File: config.mk
export PLATFORM = sky130hd
export DESIGN_NAME = sexp_token_end_recognizer
export DESIGN_NICKNAME = d
export VERILOG_FILES = /design/src/design/sexp_tok_pkg.sv /design/src/design/sexp_token_end_recognizer.sv /design/src/design/sexp_tok_step.sv
export VERILOG_INCLUDE_DIRS = /design/src /design/src/design
export SDC_FILE = /design/constraint.sdc
export NUM_CORES = 1
export LEC_CHECK = 0
export BUFFER_PORTS_ARGS = -buffer_cell sky130_fd_sc_hd__buf_4
export CAP_MARGIN = 20
export CORE_MARGIN = 8
export CORE_UTILIZATION = 40
export CTS_BUF_LIST = sky130_fd_sc_hd__clkbuf_4
export CTS_CLUSTER_SIZE = 28
export DETAILED_ROUTE_END_ITERATION = 7
export SYNTH_ARGS = -nofsm -noshare
export SYNTH_HDL_FRONTEND = slang
export SYNTH_HIERARCHICAL = 1
export SYNTH_SLANG_ARGS = --single-unit
File: constraint.sdc
create_clock -name clk_i -period 3.6 [get_ports clk_i]
set_clock_uncertainty 0.15 [all_clocks]
set_input_delay 0.72 -clock clk_i [delete_from_list [all_inputs] [get_ports clk_i]]
set_output_delay 0.72 -clock clk_i [all_outputs]
set_load 0.05 [all_outputs]
File: src/design/assert_macros.svh
// Concurrent assertion helpers used by the recognizer design file.
// Define ASSERT_OFF to compile every check away.
`ifndef ASSERT_MACROS_SVH
`define ASSERT_MACROS_SVH

`ifndef ASSERT_OFF

// Check prop on every rising edge of clk while rst_n is high.
`define ASSERT_RST(label, prop, clk, rst_n) \
  label: assert property (@(posedge clk) disable iff (!rst_n) (prop)) \
    else $error("assertion failed");

// Check that cond never holds on a rising edge of clk while rst_n is high.
`define ASSERT_NEVER(label, cond, clk, rst_n) \
  label: assert property (@(posedge clk) disable iff (!rst_n) !(cond)) \
    else $error("forbidden condition seen");

`else

`define ASSERT_RST(label, prop, clk, rst_n)
`define ASSERT_NEVER(label, cond, clk, rst_n)

`endif

`endif

File: src/design/sexp_tok_pkg.sv
package sexp_tok_pkg;

  typedef enum logic [1:0] {
    K_FLOAT = 2'd0,
    K_INT   = 2'd1,
    K_STR   = 2'd2,
    K_SYM   = 2'd3
  } kind_e;

  typedef enum logic [3:0] {
    P_IDLE   = 4'd0,
    P_FSTART = 4'd1,
    P_FMANT  = 4'd2,
    P_FEXP   = 4'd3,
    P_FESIGN = 4'd4,
    P_FEDIG  = 4'd5,
    P_ISTART = 4'd6,
    P_ISIGN  = 4'd7,
    P_IDIG   = 4'd8,
    P_SSTART = 4'd9,
    P_SIN    = 4'd10,
    P_SDONE  = 4'd11,
    P_YSTART = 4'd12,
    P_YPEC   = 4'd13,
    P_YBODY  = 4'd14
  } phase_e;

  // Mantissa flag bits
  localparam int unsigned FlagDigit = 0;
  localparam int unsigned FlagPoint = 1;

  typedef struct packed {
    phase_e     nxt;    // P_IDLE when the character ends the scan
    logic       acc;    // token is acceptable after this character
    logic [1:0] flags;  // updated mantissa flags
  } step_t;

  typedef struct packed {
    logic [7:0] len;
    logic       unterm;
    logic       too_long;
  } res_t;

  function automatic logic is_digit(logic [7:0] c);
    return (c >= "0") && (c <= "9");
  endfunction

  function automatic logic is_alpha(logic [7:0] c);
    return ((c >= "a") && (c <= "z")) || ((c >= "A") && (c <= "Z"));
  endfunction

  function automatic logic is_sign(logic [7:0] c);
    return (c == "+") || (c == "-");
  endfunction

  function automatic logic is_space(logic [7:0] c);
    return (c == 8'h20) || (c == 8'h0A) || (c == 8'h0D) || (c == 8'h09);
  endfunction

  function automatic logic is_delim(logic [7:0] c);
    return (c == "(") || (c == ")") || (c == ";");
  endfunction

  function automatic logic is_initial(logic [7:0] c);
    logic mark;
    mark = (c == "!") || (c == "$") || (c == "%") || (c == "&") || (c == "*") ||
           (c == "/") || (c == ":") || (c == "<") || (c == "=") || (c == ">") ||
           (c == "?") || (c == "^") || (c == "_") || (c == "~");
    return is_alpha(c) || mark;
  endfunction

  function automatic logic is_subsequent(logic [7:0] c);
    return is_initial(c) || is_digit(c) || is_sign(c) || (c == ".") || (c == "@");
  endfunction

  function automatic phase_e start_phase(kind_e k);
    phase_e p;
    unique case (k)
      K_FLOAT: p = P_FSTART;
      K_INT:   p = P_ISTART;
      K_STR:   p = P_SSTART;
      K_SYM:   p = P_YSTART;
      default: p = P_IDLE;
    endcase
    return p;
  endfunction

endpackage

File: src/design/sexp_token_end_recognizer.sv
// Channel   Dir  Beat                          Fields (lowest bit first)
// s_axis    in   one text character            tdata: ch[7:0]; tuser: start_req
// m_axis    out  one finished token            tdata: match_length[7:0];
//                                              tuser: unterminated, too_long
// cfg       in   grammar select write          cfg_data_i: token_kind[1:0]
//
// One character per clock: each beat is decoded by the phase logic and folded
// into the scan state in the same cycle it is accepted; a token that ends
// is registered on that edge, in the result register or, while that is held, in the skid.
// Results pass through a two-entry buffer (result register plus skid), so
// s_axis stays ready while one result waits; it drops only while the skid is
// full. Reset clears the scan state, the grammar select and both buffer
// entries; no clearing pass is needed.
module sexp_token_end_recognizer
  import sexp_tok_pkg::*;
#(
  parameter int MAX_TOKEN_LEN = 255
) (
  input  logic       clk_i,
  input  logic       rst_ni,

  input  logic       s_axis_tvalid,
  output logic       s_axis_tready,
  input  logic [7:0] s_axis_tdata,   // [7:0] ch
  input  logic       s_axis_tuser,   // [0] start_req

  output logic       m_axis_tvalid,
  input  logic       m_axis_tready,
  output logic [7:0] m_axis_tdata,   // [7:0] match_length
  output logic [1:0] m_axis_tuser,   // [0] unterminated, [1] too_long

  input  logic       cfg_valid_i,
  output logic       cfg_ready_o,
  input  logic [1:0] cfg_data_i      // [1:0] token_kind
);

`include "assert_macros.svh"

  // Length cap: the count register is eight bits wide
  localparam int         LenLimitInt = (MAX_TOKEN_LEN > 255) ? 255 : MAX_TOKEN_LEN;
  localparam logic [7:0] LenLimit    = 8'(LenLimitInt);

  kind_e      kind_q;
  logic       scanning_q, scanning_d;
  phase_e     phase_q, phase_d;
  logic [7:0] count_q, count_d;
  logic [7:0] last_q, last_d;
  logic       bs_q, bs_d;
  logic [1:0] flags_q, flags_d;

  // Scan state as seen by the current beat (a start beat opens a fresh scan)
  logic       cur_scan;
  phase_e     cur_phase;
  logic [7:0] cur_count;
  logic [7:0] cur_last;
  logic       cur_bs;
  logic [1:0] cur_flags;
  logic [7:0] count_inc;
  logic       is_sym;

  step_t      step;
  logic       in_fire;
  logic       res_vld;
  res_t       res;

  // Result buffer: main register drives the port, skid catches one more
  logic       main_vld_q, skid_vld_q;
  res_t       main_q, skid_q;
  logic       main_free;

  assign cfg_ready_o = 1'b1;

  always_ff @(posedge clk_i or negedge rst_ni) begin
    if (!rst_ni) begin
      kind_q <= K_FLOAT;
    end else if (cfg_valid_i && cfg_ready_o) begin
      kind_q <= kind_e'(cfg_data_i);
    end
  end

  assign s_axis_tready = !skid_vld_q;
  assign in_fire       = s_axis_tvalid && s_axis_tready;

  assign cur_scan  = s_axis_tuser || scanning_q;
  assign cur_phase = s_axis_tuser ? start_phase(kind_q) : phase_q;
  assign cur_count = s_axis_tuser ? 8'd0 : count_q;
  assign cur_last  = s_axis_tuser ? 8'd0 : last_q;
  assign cur_bs    = s_axis_tuser ? 1'b0 : bs_q;
  assign cur_flags = s_axis_tuser ? 2'b00 : flags_q;
  assign count_inc = 8'(cur_count + 8'd1);
  assign is_sym    = (cur_phase == P_YPEC) || (cur_phase == P_YBODY);

  sexp_tok_step u_step (
    .phase_i   (cur_phase),
    .flags_i   (cur_flags),
    .prev_bs_i (cur_bs),
    .ch_i      (s_axis_tdata),
    .step_o    (step)
  );

  // Fold one character into the scan; flag a result when the token closes
  always_comb begin
    scanning_d = cur_scan;
    phase_d    = cur_phase;
    count_d    = cur_count;
    last_d     = cur_last;
    bs_d       = cur_bs;
    flags_d    = cur_flags;
    res_vld    = 1'b0;
    res        = '0;
    if (cur_scan) begin
      if (step.nxt == P_IDLE) begin
        // no extension: longest accepted prefix, 0 for a symbol not ended by blank/delim
        res_vld      = 1'b1;
        res.len      = (is_sym && !is_delim(s_axis_tdata) && !is_space(s_axis_tdata))
                       ? 8'd0 : cur_last;
        res.unterm   = (cur_phase == P_SIN);
        scanning_d   = 1'b0;
        phase_d      = P_IDLE;
      end else if (cur_count >= LenLimit) begin
        // would overrun the length cap: saturate at the last accept
        res_vld      = 1'b1;
        res.len      = cur_last;
        res.unterm   = (cur_phase == P_SIN);
        res.too_long = 1'b1;
        scanning_d   = 1'b0;
        phase_d      = P_IDLE;
      end else begin
        count_d = count_inc;
        bs_d    = (cur_phase == P_SIN) && (s_axis_tdata == "\\") && !cur_bs;
        flags_d = step.flags;
        if (step.acc) last_d = count_inc;
        if (step.nxt == P_SDONE) begin
          // closing quote: the whole string is the token
          res_vld    = 1'b1;
          res.len    = count_inc;
          scanning_d = 1'b0;
          phase_d    = P_IDLE;
        end else begin
          phase_d = step.nxt;
        end
      end
    end
  end

  always_ff @(posedge clk_i or negedge rst_ni) begin
    if (!rst_ni) begin
      scanning_q <= 1'b0;
      phase_q    <= P_IDLE;
      count_q    <= 8'd0;
      last_q     <= 8'd0;
      bs_q       <= 1'b0;
      flags_q    <= 2'b00;
    end else if (in_fire) begin
      scanning_q <= scanning_d;
      phase_q    <= phase_d;
      count_q    <= count_d;
      last_q     <= last_d;
      bs_q       <= bs_d;
      flags_q    <= flags_d;
    end
  end

  assign main_free = !main_vld_q || m_axis_tready;

  // Advance the buffer: the skid drains into the main register first
  always_ff @(posedge clk_i or negedge rst_ni) begin
    if (!rst_ni) begin
      main_vld_q <= 1'b0;
      skid_vld_q <= 1'b0;
    end else if (main_free) begin
      main_vld_q <= skid_vld_q || (in_fire && res_vld);
      skid_vld_q <= 1'b0;
    end else if (in_fire && res_vld) begin
      skid_vld_q <= 1'b1;
    end
  end

  always_ff @(posedge clk_i) begin
    if (main_free) begin
      main_q <= skid_vld_q ? skid_q : res;
    end else if (in_fire && res_vld) begin
      skid_q <= res;
    end
  end

  assign m_axis_tvalid = main_vld_q;
  assign m_axis_tdata  = main_q.len;
  assign m_axis_tuser  = {main_q.too_long, main_q.unterm};

  `ASSERT_RST(a_skid_behind_main, skid_vld_q |-> main_vld_q, clk_i, rst_ni)
  `ASSERT_RST(a_scan_has_phase, scanning_q |-> (phase_q != P_IDLE), clk_i, rst_ni)
  `ASSERT_RST(a_count_capped, scanning_q |-> (count_q <= LenLimit), clk_i, rst_ni)
  `ASSERT_RST(a_accept_in_count, scanning_q |-> (last_q <= count_q), clk_i, rst_ni)
  `ASSERT_NEVER(a_result_needs_scan, in_fire && res_vld && !cur_scan, clk_i, rst_ni)

endmodule

File: src/design/sexp_tok_step.sv
module sexp_tok_step
  import sexp_tok_pkg::*;
(
  input  phase_e     phase_i,
  input  logic [1:0] flags_i,
  input  logic       prev_bs_i,
  input  logic [7:0] ch_i,
  output step_t      step_o
);

  logic printable;

  assign printable = ((ch_i >= 8'h21) && (ch_i <= 8'h7E)) || is_space(ch_i);

  always_comb begin
    step_o.nxt   = P_IDLE;
    step_o.acc   = 1'b0;
    step_o.flags = flags_i;
    unique case (phase_i)
      P_FSTART, P_FMANT: begin
        if ((phase_i == P_FSTART) && is_sign(ch_i)) begin
          step_o.nxt = P_FMANT;
        end else if (is_digit(ch_i)) begin
          step_o.flags[FlagDigit] = 1'b1;
          step_o.acc = flags_i[FlagPoint];
          step_o.nxt = P_FMANT;
        end else if ((ch_i == ".") && !flags_i[FlagPoint]) begin
          step_o.flags[FlagPoint] = 1'b1;
          step_o.acc = flags_i[FlagDigit];
          step_o.nxt = P_FMANT;
        end else if (((ch_i == "e") || (ch_i == "E")) && flags_i[FlagDigit]) begin
          step_o.nxt = P_FEXP;
        end
      end
      P_FEXP, P_FESIGN, P_FEDIG: begin
        if ((phase_i == P_FEXP) && is_sign(ch_i)) begin
          step_o.nxt = P_FESIGN;
        end else if (is_digit(ch_i)) begin
          step_o.acc = 1'b1;
          step_o.nxt = P_FEDIG;
        end
      end
      P_ISTART, P_ISIGN, P_IDIG: begin
        if ((phase_i == P_ISTART) && is_sign(ch_i)) begin
          step_o.nxt = P_ISIGN;
        end else if (is_digit(ch_i)) begin
          step_o.acc = 1'b1;
          step_o.nxt = P_IDIG;
        end
      end
      P_SSTART: begin
        step_o.acc = 1'b1;
        if (ch_i == "\"") step_o.nxt = P_SIN;
      end
      P_SIN: begin
        step_o.acc = 1'b1;
        if (printable) begin
          step_o.nxt = ((ch_i == "\"") && !prev_bs_i) ? P_SDONE : P_SIN;
        end
      end
      P_YSTART: begin
        step_o.acc = 1'b1;
        if (is_sign(ch_i)) begin
          step_o.nxt = P_YPEC;
        end else if (is_initial(ch_i)) begin
          step_o.nxt = P_YBODY;
        end
      end
      P_YBODY: begin
        step_o.acc = 1'b1;
        if (is_subsequent(ch_i)) step_o.nxt = P_YBODY;
      end
      // idle, lone sign symbol and anything else end the scan
      default: begin
        step_o.nxt = P_IDLE;
      end
    endcase
  end

endmodule

; ---- Word level (Yosys, flattened, before mapping)
; Index checks and enable logic that the tools add are counted.
[word_totals]
regBits = 48
in_bits = 16
out_inout_bits = 13
wordCells = 197
[classes]
n_addsub = 1
n_lt_le_gt_ge = 9
eq_ne = 46
muxes = 64
bitwise = 1
n_reduce_logical = 61
[ops]
columns = operator, count
row1 = $eq A8 B6 Y1 const B, 19
row2 = $mux W8, 12
row3 = $eq A8 B7 Y1 const B, 7
row4 = $mux W4, 14
row5 = $logic_or A1 B1 Y1, 31
row6 = $eq A4 B4 Y1 const B, 7
row7 = $pmux W4 S7, 1
row8 = $eq A8 B4 Y1 const B, 3
row9 = $le A8 B7 Y1 const B, 3
row10 = $mux W1, 20
row11 = $mux W10, 2
row12 = $mux W2, 9
row13 = $eq A4 B3 Y1 const B, 4
row14 = $ge A8 B6 Y1 const B, 2
row15 = $ge A8 B7 Y1 const B, 2
row16 = $logic_and A1 B1 Y1, 16
row17 = $pmux W4 S4, 1
row18 = $mux W5, 2
row19 = $mux W9, 1
row20 = $add A8 B1 Y8 const B, 1
row21 = $eq A4 B2 Y1 const B, 2
row22 = $ge A8 B8 Y1 const B, 1
row23 = $le A8 B6 Y1 const B, 1
row24 = $logic_not A1 Y1, 6
row25 = 13 further kinds, 15

; ---- Longest topological paths before layout
; Gate-level depths: netlist of run 1.
[logic_depth]
depth_word = 29
mapped_depth = 16
mapped_depth_nobuf = 13

; ---- By module
; Netlist of run 1, hierarchy kept.
[by_module_without_submodules]
columns = module, instances, cells_per_inst, area_per_inst_um2, seq_area_each_um2
row1 = sexp_token_end_recognizer, 1, 227, 2521.2, 1301.2
row2 = sexp_tok_step, 1, 103, 666.9, 0.0

; ---- Least setup slack after synthesis of run 1
; Ideal clock, no wire load.
[synth_timing]
path_kind = input port to flip-flop
startpoint = in s_axis_tuser
endpoint = reg skid_q[0] (netlist name), enable pin
setup_ps = 390
t_arrival_ps = 3674
path_slack_ps = -614
path_stages = 15
n_path_buf = 4
cell_sequence = clkbuf_8 -> clkbuf_1 -> nand3b_1 -> o21ai_0 -> clkbuf_1 -> nor2b_1 -> a22oi_1 -> nor2_1 -> nor4_1 -> o211ai_1 -> nor4_4 -> a21o_2 -> buf_6 -> nor2_1 -> nor3_1
[synth_rtl]
columns = item, line
row1 = from (decl), sexp_token_end_recognizer.sv:25  ; input logic s_axis_tuser,
row2 = to (signal assigned), sexp_token_end_recognizer.sv:183  ; skid_q <= res;
row3 = to (decl), sexp_token_end_recognizer.sv:68  ; res_t main_q, skid_q;

==> results by group, run 1 <==
Pwr
  – Worst IR drop on VDD: around 0.00013 V
  – Leak: 0.00178 uW
  – Total power: 1200 uW
  – Pwr/cell area: 291 nW/um^2

Synth
  – Synth Area per Inst: 9.66 sq um
  – Synth area leaders: dfrtp_1 22%, edfxtp_1 19%, mux2_2 4.6%
  – Post-synth EDFFs: 20
  – Cells after synthesis: 330
  – Register bit total from synthesis: 48
  – Cell area after synthesis: 3190 sq um
  – Ys Warns: 6
  – Sequential share of the synthesized area: around 40%
  – Top FF cell, synth: dfrtp_1
  – Synth top cells by count: 28 x dfrtp_1, 25 x nand2_1, 23 x nor2_1
  – Post-synth ARST share: 58.3%
  – Cell taking the most area after synthesis: dfrtp_1
  – Syn nets: 347
  – Unique masters post-synth: 74
  – Most common cell in the netlist: dfrtp_1
  – Yosys top cell area share: 22.0%

Placement
  – Dpl hpwl: between 6 and 7 mm
  – Post-place setup slack: -0.411 ns
  – Placed insts: 509
  – GP Congestion: 0.992
  – Buffers on Ports: 27

Worst setup path
  – CP max-delay cell: or4_2
  – Startpoint types: input port
  – Critical Path AT: 3.62 ns
  – R2R depth: 13
  – Path type of the worst setup path: in -> reg
  – Worst path max stage delay: ~0.65 ns
  – Worst R2R Start: kind_q[0]$_DFFE_PN0P_
  – WP data required: between 3 and 4 ns
  – R2R Path End: count_q[1]$_DFFE_PN0P_
  – CP max FO: 6
  – CP endpoint kind: flop
  – R2R Setup Slk: between 0.2 and 0.25 ns
  – Worst-path cell chain: buf_4, mux2_2, and3b_2, nand3b_1, a31oi_1, nor4_1, o211ai_1, buf_4, or4_2, o21ai_2, a21oi_2, o21ai_2, a22o_1

STA
  – Max-slew violation count: 0
  – Worst-margin pin slew: 0.779 ns
  – Final WS setup: about 0.13 ns
  – Sum of negative setup slack: 0 ns
  – Post-route clock period utilization: 96.4%
  – Final setup viols: 0
  – Crit path time final: ~3.5 ns
  – Endpoints failing hold: 0
  – Max Clock Freq: a little under 300 MHz
  – Slew HR: 47.6%

Detailed routing
  – Routed Wire Length: 8.79 mm
  – DRT iter0 DRCs: 134
  – DRC Markers: 0
  – Vias per cell: 5.66
  – Vias after detailed routing: 2945
  – Wire per inst: 16.9 um
  – Drt pass-1 iters: 4
  – Antenna viol nets, final: 0

CTS
  – TritonCTS Buffers: 5
  – Clk_lat worst skew: 0.36 ns
  – Max Root-Sink Buffers: 2
  – H-Tree Depth: 2
  – CTS tree: yes
  – Root buf cell: clkbuf_4
  – Worst-path clk slew: 0.14 ns
  – Clock sink count: 48

Floorplanning
  – Placeable Area: 7730 sq um
  – I/O pin cnt: 29
  – Die Width: 105 um
  – Die Y: approximately 110 um
  – Rows: 32
  – Die ar.: 11100 sq um
  – Initial Utilization: between 40% and 50%

Global routing
  – Pin count of the biggest net entering global routing: 29
  – First-pass GRT wire length: 14.6 mm
  – Via count of the first global-routing pass: between 2000 and 3000
  – Initial antenna violation count: 0
  – Overall Global Routing Usage: between 10% and 20%
  – Remaining Overflow, GRT: 0

Final layout
  – Nets@finish: between 400 and 500
  – Antenna diodes: 0
  – Final cell count without fillers: 520
  – Share of cells above drive strength 1: 36.6%
  – Final core utilization: a little over half
  – Layout overhead on the synthesized area: 29.0%

Outcome
  – Status: completed

Worst hold path
  – Hold crit path type: in -> async

Run
  – Number of max-cap violations: 0
## cell families after synthesis
family / Yosys count / share of synthesized area (%)
buffers and inverters: 30 / 4.79
adders and majority gates: 1 / 0.392
xor gates and xnor gates: 6 / 1.65
and+or+nand+nor: 140 / 25.4
other: 1 / 0.118
DFF: 48 / 40.8
AOI/OAI and AO/OA: 89 / 21.6
muxes: 15 / 5.22
## per-stage QoR
| stage | area, sq um | hold WS, ns |
|---|---|---|
| 4_1_cts | 4050 | 0.110 |
| 2_1_floorplan | 3270 | 0.274 |
| 5_1_grt | 4110 | 0.101 |
| 3_3_place_gp | 3970 | 0.321 |
| 3_5_place_dp | 3970 | 0.325 |
| 6_report | 4110 | 0.103 |
## area by class of cell
| class | instances | area, sq um |
|---|---|---|
| sequential | 48 | 1300 |
| fill | 705 | 3610 |
| clock inverter | 3 | 17.5 |
| tap | 102 | 128 |
| inverter | 10 | 45.0 |
| timing repair buffer | 100 | 754 |
| multi-input combinational | 252 | 1830 |
| clock buffer | 5 | 37.5 |
## critical path, delay by kind of cell
kind	cells	cell delay, ns
muxes	1	0.39
buffers and inverters	2	0.36
AOI/OAI and AO/OA	6	0.93
and+or+nand+nor	4	1.24
## flip-flops by register name (all words and copies together) (netlist names)
register / cells
skid_q: 10
count_q: 8
last_q: 8
m_axis_tdata: 8
phase_q: 4
flags_q: 2
kind_q: 2
m_axis_tuser: 2
bs_q: 1
m_axis_tvalid: 1
scanning_q: 1
skid_vld_q: 1
## report_power, final
| part | internal, uW | total (uW) | leakage [uW] | switching (uW) |
|---|---|---|---|---|
| Combinational | 131 | 330 | 0.00116 | 199 |
| Sequential | 601 | 620 | 0.000591 | 19.6 |
| Clock | 75.7 | 248 | 0.0000330 | 172 |
## metal layers
| metal | routed length (um) | track usage, % | vias up |
|---|---|---|---|
| met3 | 427 | 2.44 | 6 |
| met1 | 4200 | 22.1 | 1420 |
| li1 | - | - | 1427 |
| met4 | 78 | 4.08 | 0 |
| met5 | 0 | 0 | - |
| met2 | 4090 | 25.2 | 92 |
## cells in the final DEF, fill, tap and decap left out, types with 3 or more instances in the layout
cell type,instances
a31oi_1,6
edfxtp_1,20
nand2b_1,5
xor2_1,3
nand4_1,7
nand4b_1,4
nor4_1,5
xnor2_1,3
nor2b_1,16
o31ai_1,4
dfrtp_1,28
o21ai_2,3
clkbuf_4,5
nand2_1,23
nor2_1,23
and3_1,6
inv_1,8
o32ai_2,3
mux2_2,10
nand2_2,3
buf_4,99
a21oi_1,6
nand3_1,17
o2bb2ai_1,4
a22o_1,12
nor3_1,4
a32o_1,3
nand3b_1,3
mux2_4,3
o21ai_1,5
and2_1,4
o21ai_0,14
## worst max path at each step
stage	startpoint	to	cells past startpoint
6_report	s_axis_tuser	count_q[1]$_DFFE_PN0P_	13
5_1_grt	s_axis_tuser	flags_q[0]$_DFFE_PN0P_	14
3_3_place_gp	s_axis_tuser	m_axis_tdata[0]$_DFFE_PN_	15
2_1_floorplan	s_axis_tuser	m_axis_tdata[3]$_DFFE_PN_	15
4_1_cts	s_axis_tuser	count_q[1]$_DFFE_PN0P_	13
3_5_place_dp	s_axis_tuser	m_axis_tdata[0]$_DFFE_PN_	15
## what timing repair did
item                                    in CTS  in global routing
pin swaps                                    1                  6
gates resized for setup                      3                 11
hold buffers                                 0                  0
cloned                                       0                  0
buffers inserted                             1                  2
endpoints found under the setup margin       2                 28
No activity file was read; power rests on OpenSTA's default activity.
==> run 2: changes to the inputs <==
==> constraint.sdc (replaced) <==
create_clock -name clk_i -period 3.6 [get_ports clk_i]
set_clock_uncertainty 0.15 [all_clocks]
set_input_delay 0.54 -clock clk_i [delete_from_list [all_inputs] [get_ports clk_i]]
set_output_delay 0.54 -clock clk_i [all_outputs]
set_load 0.05 [all_outputs]
==> run 2 against run 1 <==
Net effect: core utilization decreased by 0.86 points; critical path depth increased by 1; total power increased by 12%; die area unchanged; worst hold slack improved by 0.15 ns; register-to-register slack got worse by 0.08 ns; first-iteration DRC count decreased by 2.2%; setup slack improved by 0.020 ns; flip-flop and latch count unchanged; largest cell class unchanged; largest power group unchanged; highest routed layer unchanged.
==> results by group, run 2 (synthesis gave the netlist of run 1 again) <==
STA
  – Post-route clock period utilization: 95.8%
  – Slew HR: 56.3%
  – Max-slew violation count: 0
  – Max Clock Freq: 290 MHz
  – Final setup viols: 0
  – Worst-margin pin slew: 0.649 ns
  – Endpoints failing hold: 0
  – Crit path time final: 3.45 ns
  – RSZ-0062 raised after global routing: true
  – Final WS setup: 0.151 ns

Global routing
  – Pin count of the biggest net entering global routing: 29
  – Overall Global Routing Usage: 15.0%
  – Initial antenna violation count: 0
  – Remaining Overflow, GRT: 0
  – Via count of the first global-routing pass: 2736
  – First-pass GRT wire length: ~14 mm

Detailed routing
  – Wire per inst: 16.8 um
  – Routed Wire Length: 8.52 mm
  – Vias after detailed routing: 2928
  – DRT iter0 DRCs: 131
  – Drt pass-1 iters: 4
  – Antenna viol nets, final: 0
  – DRC Markers: 0
  – Vias per cell: 5.76

Final layout
  – Biggest register: skid_q
  – Commonest cells after routing, fill and taps aside: 84 x buf_4, 28 x dfrtp_1, 25 x nand2_1
  – Commonest non-fill, non-tap cell in the layout: buf_4
  – Max reg flops: 10
  – Layout overhead on the synthesized area: 26.9%
  – Nets@finish: 422
  – Antenna diodes: 0
  – Share of cells above drive strength 1: 32.8%
  – Final cell count without fillers: 508

Floorplanning
  – Initial Utilization: 41.3%
  – Die Width: 105 um
  – Die Y: 105 um
  – Rows: 32
  – Die ar.: 11100 sq um
  – Placeable Area: 7730 sq um
  – I/O pin cnt: 29

Worst setup path
  – Worst path max stage delay: between 0.5 and 0.6 ns
  – Worst R2R Start: phase_q[0]$_DFFE_PN0P_
  – WP depth: 14
  – Cell class contributing the biggest share of worst-path delay: compound AO/OA/AOI/OAI gates
  – CP max-delay cell: or4b_4
  – CP max FO: 9
  – CP endpoint kind: flop
  – Path type of the worst setup path: reg -> reg
  – R2R depth: 14
  – WP data required: around 3.6 ns
  – Critical Path AT: 3.44 ns
  – Startpoint types: flop
  – R2R Path End: m_axis_tdata[0]$_DFFE_PN_
  – Buf/Inv on CP: 3
  – R2R Setup Slk: ~0.15 ns
  – Worst setup startpoint: phase_q[0]$_DFFE_PN0P_
  – Worst-path cell chain: nand2_1, o21ai_1, buf_4, or4b_4, a2111oi_4, a21oi_1, o211ai_2, nor4_4, buf_4, a21o_2, buf_12, nand2_1, o32ai_1, mux2_2

Pwr
  – Seq pwr share: between 40 and 50%
  – Combinational Power Share: 23.8%
  – Pwr/cell area: 331 nW/um^2
  – Internal Power: 944 uW
  – Leak: 0.00174 uW
  – Clk network pwr share: approximately 30%
  – Sw frac: 29.5%
  – Worst IR drop on VDD: about 0.00019 V
  – Sw power: 394 uW

CTS
  – Worst-path clk slew: 0.15 ns
  – CTS tree: yes
  – H-Tree Depth: 2
  – Root buf cell: clkbuf_4
  – Clock sink count: 48
  – TritonCTS Buffers: 5
  – Max Root-Sink Buffers: 2
  – Post-CTS Repair Setup Buffers: 0
  – Clk_lat worst skew: 0.37 ns

Placement
  – GP Congestion: 0.947
  – Placed insts: 499
  – Post-place setup slack: -0.133 ns
  – Buffers on Ports: 27
  – Dpl hpwl: 6.50 mm

Worst hold path
  – Hold wc startpoint: cfg_data_i[1]
  – Hold depth: 2
  – Hold crit path type: in -> reg
  – Hold-critical path endpoint: kind_q[1]$_DFFE_PN0P_

Outcome
  – Status: completed

Run
  – Number of max-cap violations: 0
## run 2: cell types whose count changed in the layout (fill, tap and decap cells not counted), sizes merged
| cell | before | now |
|---|---|---|
| dlygate4sd3 | 0 | 1 |
| buf | 100 | 87 |
| clkinv | 2 | 0 |
| bufinv | 0 | 2 |
## run 2: worst max-delay path by stage
stage / end / slack [ns]
6_report: m_axis_tdata[0]$_DFFE_PN_ / 0.15
5_1_grt: m_axis_tdata[0]$_DFFE_PN_ / -0.07
4_1_cts: m_axis_tdata[0]$_DFFE_PN_ / 0.06
3_5_place_dp: m_axis_tdata[0]$_DFFE_PN_ / -0.13
3_3_place_gp: m_axis_tdata[3]$_DFFE_PN_ / -0.13
2_1_floorplan: m_axis_tdata[0]$_DFFE_PN_ / 0.03
## run 2: power by group through the flow
| stage | Combinational (uW) | Clock, uW | Sequential, uW |
|---|---|---|---|
| floorplan | 135 | 0 | 680 |
| global placement | 311 | 0 | 630 |
| detailed placement | 315 | 0 | 631 |
| CTS | 317 | 409 | 620 |
| global route | 342 | 428 | 624 |
| finish | 318 | 401 | 619 |
## run 2: area by class of cell
class | instances | area, sq um
Timing Repair Buffer | 88 | 701
Fill cell | 708 | 3680
Multi-Input combinational cell | 252 | 1770
Sequential cell | 48 | 1300
Inverter | 10 | 37.5
Tap cell | 102 | 128
Clock buffer | 5 | 37.5
Clock inverter | 3 | 68.8
## run 2: routing by layer
metal | part of all wire, % | wire length, um | GRT usage [%]
met1 | 48 | 4100 | 20.9
met4 | 0.88 | 75 | 3.87
met3 | 5.3 | 453 | 2.25
met5 | 0 | 0 | 0
met2 | 46 | 3890 | 23.5
## run 2: what timing repair did
action,CTS,global route
endpoints found under the setup margin,0,30
endpoints found under the hold margin,28,0
hold buffers,1,0
resized for setup,0,7
## run 2: through the flow
step	TNS (ns)	utilization [%]	power, uW	area, sq um	hold WS (ns)
5_1_grt	-0.380	52.4	1390	4050	0.242
3_5_place_dp	-2.52	50.4	946	3900	0.324
3_3_place_gp	-1.34	50.4	942	3900	0.319
2_1_floorplan	0	-	815	3200	0.0944
4_1_cts	0	51.9	1350	4010	0.242
6_report	0	52.4	1340	4050	0.252
==> run 3: changes to the inputs <==
==> constraint.sdc (replaced) <==
create_clock -name clk_i -period 3.8 [get_ports clk_i]
set_clock_uncertainty 0.15 [all_clocks]
set_input_delay 0.57 -clock clk_i [delete_from_list [all_inputs] [get_ports clk_i]]
set_output_delay 0.57 -clock clk_i [all_outputs]
set_load 0.05 [all_outputs]
==> run 3 against run 2 <==
Net effect: cell count down 5.1%; core utilization down 4.0 points; clock power down 40%; sequential share of layout area up 2.7 points; critical path depth down 2.
==> results by group, run 3 (synthesis gave the netlist of run 1 again) <==
Pwr
  – Leak: 0.00156 uW
  – Pwr/cell area: 295 nW/um^2
  – Worst IR drop on VDD: 0.000131 V
  – Total power: around 1100 uW

Final layout
  – Area occupied by multi-input gates: 1750 sq um
  – Finished Cell Area: ~3700 sq um
  – Commonest non-fill, non-tap cell in the layout: buf_4
  – Reg area: 1300 sq um
  – Nets@finish: 396
  – Final cell count without fillers: around 480
  – Fill cells: 743
  – Antenna diodes: 0
  – Layout overhead on the synthesized area: 17.2%
  – Max reg flops: 10
  – Commonest cells after routing, fill and taps aside: 61 x buf_4, 28 x dfrtp_1, 25 x nand2_1
  – Share of cells above drive strength 1: a little over a quarter
  – Biggest register: skid_q

Worst setup path
  – Critical Path AT: 3.78 ns
  – CP max FO: 5
  – CP max-delay cell: or4_2
  – CP most frequent cell: o21ai_0
  – R2R Path End: count_q[3]$_DFFE_PN0P_
  – CP endpoint kind: flop
  – Path type of the worst setup path: reg -> reg
  – Worst path max stage delay: 0.63 ns
  – R2R Setup Slk: 0.18 ns
  – Buf/Inv on CP: 1
  – Startpoint types: flop
  – Worst R2R Start: kind_q[0]$_DFFE_PN0P_
  – Cell class contributing the biggest share of worst-path delay: compound AO/OA/AOI/OAI gates
  – WP data required: between 3 and 4 ns
  – R2R depth: 12
  – Worst-path cell chain: o21ai_0, and3b_2, nand3b_1, a31oi_1, nor4_1, o211ai_1, buf_4, or4_2, o21ai_0, a21oi_1, o21ai_2, a22o_1

CTS
  – TritonCTS Buffers: 5
  – Worst-path clk slew: 0.14 ns
  – Clock sink count: 48
  – Root buf cell: clkbuf_4
  – CTS tree: yes
  – Post-CTS Repair Setup Buffers: 0
  – H-Tree Depth: 2
  – Clk_lat worst skew: 0.36 ns
  – Max Root-Sink Buffers: 2

Floorplanning
  – Rows: 32
  – Die ar.: ~11000 sq um
  – Placeable Area: ~7700 sq um
  – Initial Utilization: around 41%
  – I/O pin cnt: 29
  – Die Y: ~110 um
  – Die Width: between 100 and 150 um

Global routing
  – Pin count of the biggest net entering global routing: 29
  – Initial antenna violation count: 0
  – Met2 usage: 22.3%
  – Remaining Overflow, GRT: 0
  – Overall Global Routing Usage: 14.6%
  – Via count of the first global-routing pass: 2563
  – Met1 usage: between 20 and 25%
  – First-pass GRT wire length: about 14 mm
  – Top Usage Layer GRT: met2
  – Met3 GRT Util: 2.50%

Detailed routing
  – Drt pass-1 iters: 4
  – Wire per inst: 16.6 um
  – Vias after detailed routing: 2787
  – Routed Wire Length: 7.99 mm
  – DRT iter0 DRCs: 165
  – DRC Markers: 0
  – Antenna viol nets, final: 0
  – Vias per cell: 5.78

STA
  – Crit path time final: 3.62 ns
  – Hold slack: between 0.2 and 0.3 ns
  – Post-route clock period utilization: 95.3%
  – Endpoints failing hold: 0
  – Sum of negative setup slack: 0 ns
  – Worst-margin pin slew: 0.752 ns
  – Max-slew violation count: 0
  – Max Clock Freq: 276 MHz
  – Slew HR: 49.4%
  – RSZ-0062 raised after global routing: false
  – Final setup viols: 0

Placement
  – Post-placement cell area: approximately 3700 sq um
  – Placed insts: ~470
  – GP Congestion: around 0.90
  – Dpl hpwl: about 6.0 mm
  – Buffers on Ports: 27

Run
  – Number of max-cap violations: 0

Worst hold path
  – Hold depth: 2
  – Hold crit path type: in -> reg
  – Hold wc startpoint: cfg_data_i[0]
  – Hold-critical path endpoint: kind_q[0]$_DFFE_PN0P_

Outcome
  – Status: completed
==> run 3: worst max-delay path by stage <==
stage,from,end,depth (start not counted)
global placement,s_axis_tuser,skid_q[6]$_DFFE_PP_,12
finish,kind_q[0]$_DFFE_PN0P_,count_q[3]$_DFFE_PN0P_,12
global route,phase_q[1]$_DFFE_PN0P_,flags_q[1]$_DFFE_PN0P_,14
CTS,phase_q[0]$_DFFE_PN0P_,skid_q[1]$_DFFE_PP_,10
detailed placement,s_axis_tuser,skid_q[6]$_DFFE_PP_,12
floorplan,s_axis_tuser,m_axis_tdata[1]$_DFFE_PN_,15
==> run 3: report_power, final <==
part / switching, uW / internal, uW / total (uW)
registers: 17.4 / 569 / 586
clock network: 169 / 71.9 / 241
logic: 176 / 97.8 / 273
total: 362 / 739 / 1100
==> run 3: repair_timing <==
item / CTS / global route
hold buffers: 1 / 0
setup endpoints to repair: 0 / 1
resized for setup: 0 / 1
hold endpoints to repair: 28 / 0
==> run 3: per-layer routing <==
layer | vias up | share of wire (%)
met5 | - | 0
met4 | 0 | 1.1
met3 | 7 | 4.7
met2 | 58 | 45
met1 | 1372 | 49
li1 | 1350 | -
==> run 3: final cells by class <==
class | instances | area share [%]
Clock buffer | 5 | 1.01
Clock inverter | 3 | 0.469
Inverter | 10 | 1.01
Multi-Input combinational cell | 252 | 46.7
Sequential cell | 48 | 34.8
Tap cell | 102 | 3.42
Timing Repair Buffer | 62 | 12.5
==> run 3: through the flow <==
step	util, %	setup slack [ns]
2_1_floorplan	-	0.0637
3_3_place_gp	47.4	-0.0388
3_5_place_dp	47.4	-0.0892
4_1_cts	48.3	0.212
5_1_grt	48.3	0.0481
6_report	48.3	0.178
==> run 3: worst register-to-register path: stages, from the launching register on <==
cell,delay (ns)
dfrtp_1,0.46
o21ai_0,0.40
and3b_2,0.28
nand3b_1,0.09
a31oi_1,0.06
nor4_1,0.29
o211ai_1,0.23
buf_4,0.22
or4_2,0.63
o21ai_0,0.16
a21oi_1,0.14
o21ai_2,0.29
a22o_1,0.18
